===== src/rtl/whu_pkg.sv =====
`default_nettype none

package whu_pkg;

    // Field widths.
    localparam int MULT_W    = 16;
    localparam int MOD_W     = 31;
    localparam int VAL_W     = 32;
    localparam int CNT_W     = 7;
    localparam int CFG_IDX_W = 3;
    localparam int NUM_COMP  = 4;
    localparam int MAX_RUN   = 64;

    // Long division of (mult * comp) * 2^32 by the modulus, one bit a cycle.
    localparam int PROD_W    = MULT_W + MOD_W;
    localparam int DIV_W     = PROD_W + VAL_W;
    localparam int STEP_W    = $clog2(DIV_W);
    // Step after which the running remainder is the new component value.
    localparam int REM_STEP  = PROD_W - 1;

    // Commands.
    localparam logic CMD_GENERATE = 1'b0;
    localparam logic CMD_LOAD     = 1'b1;

    // Configuration register indexes.
    localparam logic [CFG_IDX_W-1:0] REG_MULT_W = 3'd0;
    localparam logic [CFG_IDX_W-1:0] REG_MULT_X = 3'd1;
    localparam logic [CFG_IDX_W-1:0] REG_MULT_Y = 3'd2;
    localparam logic [CFG_IDX_W-1:0] REG_MULT_Z = 3'd3;
    localparam logic [CFG_IDX_W-1:0] REG_MOD_W  = 3'd4;
    localparam logic [CFG_IDX_W-1:0] REG_MOD_X  = 3'd5;
    localparam logic [CFG_IDX_W-1:0] REG_MOD_Y  = 3'd6;
    localparam logic [CFG_IDX_W-1:0] REG_MOD_Z  = 3'd7;

    // Reset values, one per component (w, x, y, z).
    localparam logic [MULT_W-1:0] MULT_RESET [NUM_COMP] = '{
        16'd11600, 16'd47003, 16'd23000, 16'd33000
    };
    localparam logic [MOD_W-1:0] MOD_RESET [NUM_COMP] = '{
        31'd2147483579, 31'd2147483543, 31'd2147483423, 31'd2147483123
    };
    localparam logic [MOD_W-1:0] COMP_RESET [NUM_COMP] = '{
        31'd123456, 31'd102938, 31'd394875, 31'd765432
    };

    // Payload of one input transfer.
    typedef struct packed {
        logic             cmd;
        logic [CNT_W-1:0] count;
        logic [MOD_W-1:0] seed_w;
        logic [MOD_W-1:0] seed_x;
        logic [MOD_W-1:0] seed_y;
        logic [MOD_W-1:0] seed_z;
    } t_in_item;

    // Payload of one result transfer.
    typedef struct packed {
        logic [VAL_W-1:0] value;
        logic             last;
    } t_out_item;

    // Payload of one configuration write.
    typedef struct packed {
        logic [CFG_IDX_W-1:0] index;
        logic [MOD_W-1:0]     data;
    } t_cfg_item;

    // Control from the sequencer to each component lane.
    typedef struct packed {
        logic start;
        logic load;
    } t_lane_ctl;

endpackage

`default_nettype wire


===== src/rtl/whu_lane.sv =====
`default_nettype none

// One congruential component. On start the product mult * comp is formed
// and then divided by the modulus one bit a cycle, with 32 zero bits
// appended. After the product bits the remainder is the advanced component;
// the last 32 quotient bits are floor(comp * 2^32 / mod).
module whu_lane (
    input  wire                        i_clk,
    input  wire                        i_rst_n,
    input  wire  whu_pkg::t_lane_ctl   i_ctl,
    input  wire  [whu_pkg::MOD_W-1:0]  i_seed,
    input  wire  [whu_pkg::MOD_W-1:0]  i_init,
    input  wire  [whu_pkg::MULT_W-1:0] i_mult,
    input  wire  [whu_pkg::MOD_W-1:0]  i_mod,
    output logic [whu_pkg::VAL_W-1:0]  o_frac,
    output logic                       o_busy
);
    import whu_pkg::*;

    logic [MOD_W-1:0]  r_comp;
    logic [DIV_W-1:0]  r_div;
    logic [MOD_W-1:0]  r_rem;
    logic [VAL_W-1:0]  r_quo;
    logic [STEP_W-1:0] r_step;
    logic              r_busy;

    logic [PROD_W-1:0] prod;
    logic [MOD_W:0]    trial;
    logic [MOD_W-1:0]  diff;
    logic              ge;
    logic [MOD_W-1:0]  n_rem;
    logic              mod_small;

    // A modulus below two forces the component and its fraction to zero.
    assign mod_small = (i_mod[MOD_W-1:1] == '0);

    // Product of multiplier and current component.
    assign prod = i_mult * r_comp;

    // One restoring division step. The difference is only kept when it is
    // below the modulus, so its low bits are all that is needed.
    always_comb begin
        trial = {r_rem, r_div[DIV_W-1]};
        diff  = trial[MOD_W-1:0] - i_mod;
        ge    = (trial >= {1'b0, i_mod});
        n_rem = ge ? diff : trial[MOD_W-1:0];
    end

    // Component state and division shift registers.
    always_ff @(posedge i_clk) begin
        if (!i_rst_n) begin
            r_comp <= i_init;
            r_busy <= 1'b0;
            r_step <= '0;
        end else if (i_ctl.load) begin
            r_comp <= i_seed;
        end else if (i_ctl.start) begin
            r_div  <= {prod, {VAL_W{1'b0}}};
            r_rem  <= '0;
            r_step <= '0;
            r_busy <= 1'b1;
        end else if (r_busy) begin
            r_div  <= {r_div[DIV_W-2:0], 1'b0};
            r_rem  <= n_rem;
            r_quo  <= {r_quo[VAL_W-2:0], ge};
            r_step <= r_step + 1'b1;
            if (r_step == STEP_W'(REM_STEP)) begin
                r_comp <= mod_small ? '0 : n_rem;
            end
            if (r_step == STEP_W'(DIV_W - 1)) begin
                r_busy <= 1'b0;
            end
        end
    end

    assign o_frac = mod_small ? '0 : r_quo;
    assign o_busy = r_busy;

endmodule

`default_nettype wire


===== config.mk =====
export PLATFORM = sky130hd
export DESIGN_NAME = whu_lane
export DESIGN_NICKNAME = d
export VERILOG_FILES = /design/src/rtl/whu_pkg.sv /design/src/rtl/whu_lane.sv
export SDC_FILE = /design/constraint.sdc
export NUM_CORES = 2
export LEC_CHECK = 0
export BUFFER_PORTS_ARGS = -buffer_cell sky130_fd_sc_hd__buf_4
export CELL_PAD_IN_SITES_DETAIL_PLACEMENT = 0
export CELL_PAD_IN_SITES_GLOBAL_PLACEMENT = 1
export CORE_MARGIN = 3
export CORE_UTILIZATION = 48
export DETAILED_ROUTE_END_ITERATION = 10
export PLACE_DENSITY_LB_ADDON = 0.2
export SKIP_CTS_REPAIR_TIMING = 1
export SLEW_MARGIN = 20
export SYNTH_ARGS = -nofsm -noshare
export SYNTH_HDL_FRONTEND = slang
export SYNTH_SLANG_ARGS = --single-unit

===== constraint.sdc =====
create_clock -name i_clk -period 11 [get_ports i_clk]
set_input_delay 0 -clock i_clk [delete_from_list [all_inputs] [get_ports i_clk]]
set_output_delay 0 -clock i_clk [all_outputs]
set_load 0.01 [all_outputs]

==> impl_metrics.py <==
metrics = {
    "sta": {
        "period_share_pct": 65.48,
        "period_minus_slack_ns": 7.203,
        "max_slew_margin_pct": 31.49,
        "skew_ns": 0.01422,
        "final_hold_viol_count": 1,
        "maxSlewViolCount": 0,
        "fin_tns_setup_ns": 0,
        "whs_ns": -0.001210,
        "fmax_ghz": 0.1388,
        "rsz0062_at_grt": "false",
        "finalSetupViolCount": 0,
        "tightest_slew_ns": 1.028,
    },
    "logic_synthesis": {
        "ys_warn_count": 0,
        "async_reset_ff_share_pct": 0,
        "syn_avg_cell_area_um2": 9.260,
        "synth_ff_type": "edfxtp_1",
        "synth-seq-cells": 149,
        "syn_area_mm2": 0.02422,
        "synthTopCellsByArea": "fa_1 33%, edfxtp_1 17%, ha_1 7.9%",
        "syn-num-nets": 3286,
        "synth_edf_count": 141,
        "ys_types": 82,
        "synth_seq_area_share_pct": 18.14,
        "yosys.area.top_type": "fa_1",
        "synth_top_area_share_pct": 33.47,
        "syn_inst": 2616,
    },
    "worst_setup_path": {
        "required_ns": 11.19,
        "ff2ff_path_depth": 22,
        "cpLargestDelayFamily": "adder cells",
        "rr_endpoint": "r_div[68]$_DFFE_PP_",
        "worst-r2r-setup-slack_ns": 3.80,
        "cp_common_cell": "fa_1",
        "critPathMaxFanout": 16,
        "cp_num_buf_inv": 5,
        "crit_arrival_ns": 7.39,
        "cp_slowest_cell": "edfxtp_1",
        "cp_cell_sequence": "nand2_1, fa_1, inv_1, fa_1, inv_1, fa_1, inv_1, fa_1, fa_1, inv_1, fa_1, inv_1, ha_1, nand3_1, o32ai_1, a211oi_2, o31ai_2, o211a_1, or4_4, a21oi_2, xnor2_1, mux2_4",
        "r2r_start": "r_comp[7]$_DFFE_PP_",
        "crit_type": "reg -> reg",
        "critPathLaunchType": "register",
        "cp-end-kind": "register",
        "cpPeakStageDelay_ns": 0.85,
    },
    "final_layout": {
        "synthToLayoutAreaGrowth_pct": 8.760,
        "layout_commonest_cell": "inv_1",
        "layout_common_cells": "498 x inv_1, 405 x fa_1, 364 x nand2_1",
        "n_antenna_cell": 0,
        "drive_above_1_share_pct": 9.382,
        "fillers": 4551,
        "nNetsFinal": 3343,
    },
    "floorplanning": {
        "dieArea_mm2": 0.05320,
        "core_area_mm2": 0.04936,
        "dieWidth_um": 230.6,
        "die_y_um": 230.6,
        "io_pins": 146,
        "num_rows": 81,
        "initial_core_util_pct": 49.08,
    },
    "clock_network": {
        "path_clk_slew_ns": 0.07,
        "clockBufferDepth": 2,
        "root_buffer": "clkbuf_16",
        "cts.sinks": 149,
        "htreeDepth": 4,
        "clkLatencyLatePin_ns": 0.44,
        "cts_buffers": 17,
        "cts_tree": "built",
    },
    "global_routing": {
        "grt_pass1_wl_um": 106300,
        "track_usage_pct": 25.34,
        "overflow": 0,
        "grt_max_degree": 79,
        "grt_pass1_vias": 19671,
        "antenna_found_initial": 3,
    },
    "detailed_routing": {
        "vias_per_cell": 5.432,
        "wl_um": 64580,
        "dr_total_vias": 18198,
        "first_pass_iters": 5,
        "drcViolationCount": 0,
        "ant_nets": 0,
        "wl_per_cell_um": 19.28,
        "drt_iter0_markers": 1272,
    },
    "outcome": {
        "status": "complete, but fails checks",
        "violations": "hold timing",
    },
    "placement": {
        "place.gp.congestion": 0.8940,
        "port_buffers": 145,
        "hpwl_um": 50450,
    },
    "min_path": {
        "hold_path_startpoint": "i_seed[2]",
        "min_path_cells": 3,
        "min_to": "r_comp[2]$_DFFE_PP_",
        "hp-class": "in -> reg",
    },
    "run": {
        "maxCapViolCount": 0,
    },
}
metal layers:
layer,vias to the layer above,part of all wire [%],global-route usage [%]
met2,554,46,40.21
met1,9240,47,37.51
li1,8335,-,-
met3,69,6.0,3.332
met5,-,0,0
met4,0,1.6,5.326
metrics by stage:
stage | util, % | std cells | instance area [um^2] | setup slack, ns
after floorplan | - | 2616 | 24220 | 4.431
after global placement | 52.07 | 3309 | 25700 | 3.861
after detailed placement | 52.07 | 3309 | 25700 | 3.816
after CTS | 53.20 | 3341 | 26260 | 3.792
after global routing | 53.38 | 3350 | 26350 | 3.425
final | 53.38 | 3350 | 26350 | 3.797
cells in the mapped netlist, types with 4 or more instances:
| cell | count |
|---|---|
| nor4_1 | 8 |
| nor3_1 | 21 |
| a21o_1 | 22 |
| nor2_1 | 108 |
| buf_4 | 4 |
| dfxtp_1 | 8 |
| nand4_1 | 11 |
| o221ai_1 | 4 |
| a211oi_1 | 15 |
| mux2_2 | 34 |
| nand2b_1 | 14 |
| or3_1 | 5 |
| nor3b_1 | 7 |
| o21ai_1 | 6 |
| o2111ai_1 | 6 |
| a21oi_1 | 97 |
| o2bb2a_1 | 8 |
| ha_1 | 152 |
| nor2b_1 | 39 |
| mux2i_1 | 19 |
| o21a_1 | 20 |
| xor2_1 | 22 |
| a211o_1 | 4 |
| edfxtp_1 | 141 |
| a2bb2oi_1 | 7 |
| and3_1 | 11 |
| o211ai_1 | 10 |
| a21boi_0 | 5 |
| and2_1 | 212 |
| o21ai_0 | 51 |
| buf_2 | 5 |
| clkbuf_1 | 110 |
| fa_1 | 405 |
| or2_2 | 10 |
| nand2_1 | 364 |
| xnor2_1 | 40 |
| a31oi_1 | 10 |
| nand3_1 | 20 |
| inv_1 | 498 |
| nand3b_1 | 6 |
| a22oi_1 | 9 |
| o31a_1 | 6 |
registers in the layout, summed over array words and instances, names as in the netlist:
register	flops
o_busy	1
r_comp	31
r_quo	32
r_step	7
r_rem	31
r_div	47
cells by family after synthesis:
family,share of synthesized area (%)
adder cells (fa/ha/maj),41.32
XOR/XNOR,2.242
AO/OA/AOI/OAI,9.060
AND/OR/NAND/NOR,16.99
flip-flops,18.14
multiplexers,2.428
buffers and inverters,9.814
worst max path at each step:
stage                          from  cells past startpoint                   to  slack (ns)
6_report        r_comp[7]$_DFFE_PP_                     22  r_div[68]$_DFFE_PP_        3.80
5_1_grt         r_comp[7]$_DFFE_PP_                     22  r_div[66]$_DFFE_PP_        3.43
4_1_cts         r_comp[7]$_DFFE_PP_                     22  r_div[68]$_DFFE_PP_        3.79
3_5_place_dp    r_comp[7]$_DFFE_PP_                     22  r_div[68]$_DFFE_PP_        3.82
3_3_place_gp    r_comp[7]$_DFFE_PP_                     22  r_div[68]$_DFFE_PP_        3.86
2_1_floorplan  r_comp[28]$_DFFE_PP_                     24  r_div[71]$_DFFE_PP_        4.43
cell type report:
type	count	area [um^2]	share of cell area [%]
clock buffer	19	442.9	1.681
sequential	149	4394	16.68
inverter	499	1878	7.129
clock inverter	13	111.4	0.4227
tap	664	830.8	3.153
multi-input combinational	1846	17460	66.29
timing repair buffer	160	1224	4.645
tightest hold or removal path, delay by kind of cell:
kind                   cells  cell delay [ns]
buffers and inverters      1             0.08
AOI/OAI and AO/OA          2             0.23
Power is left out: the tool's default activity adds up to more than one toggle a clock period on the data nets, which glitch-free logic cannot reach.
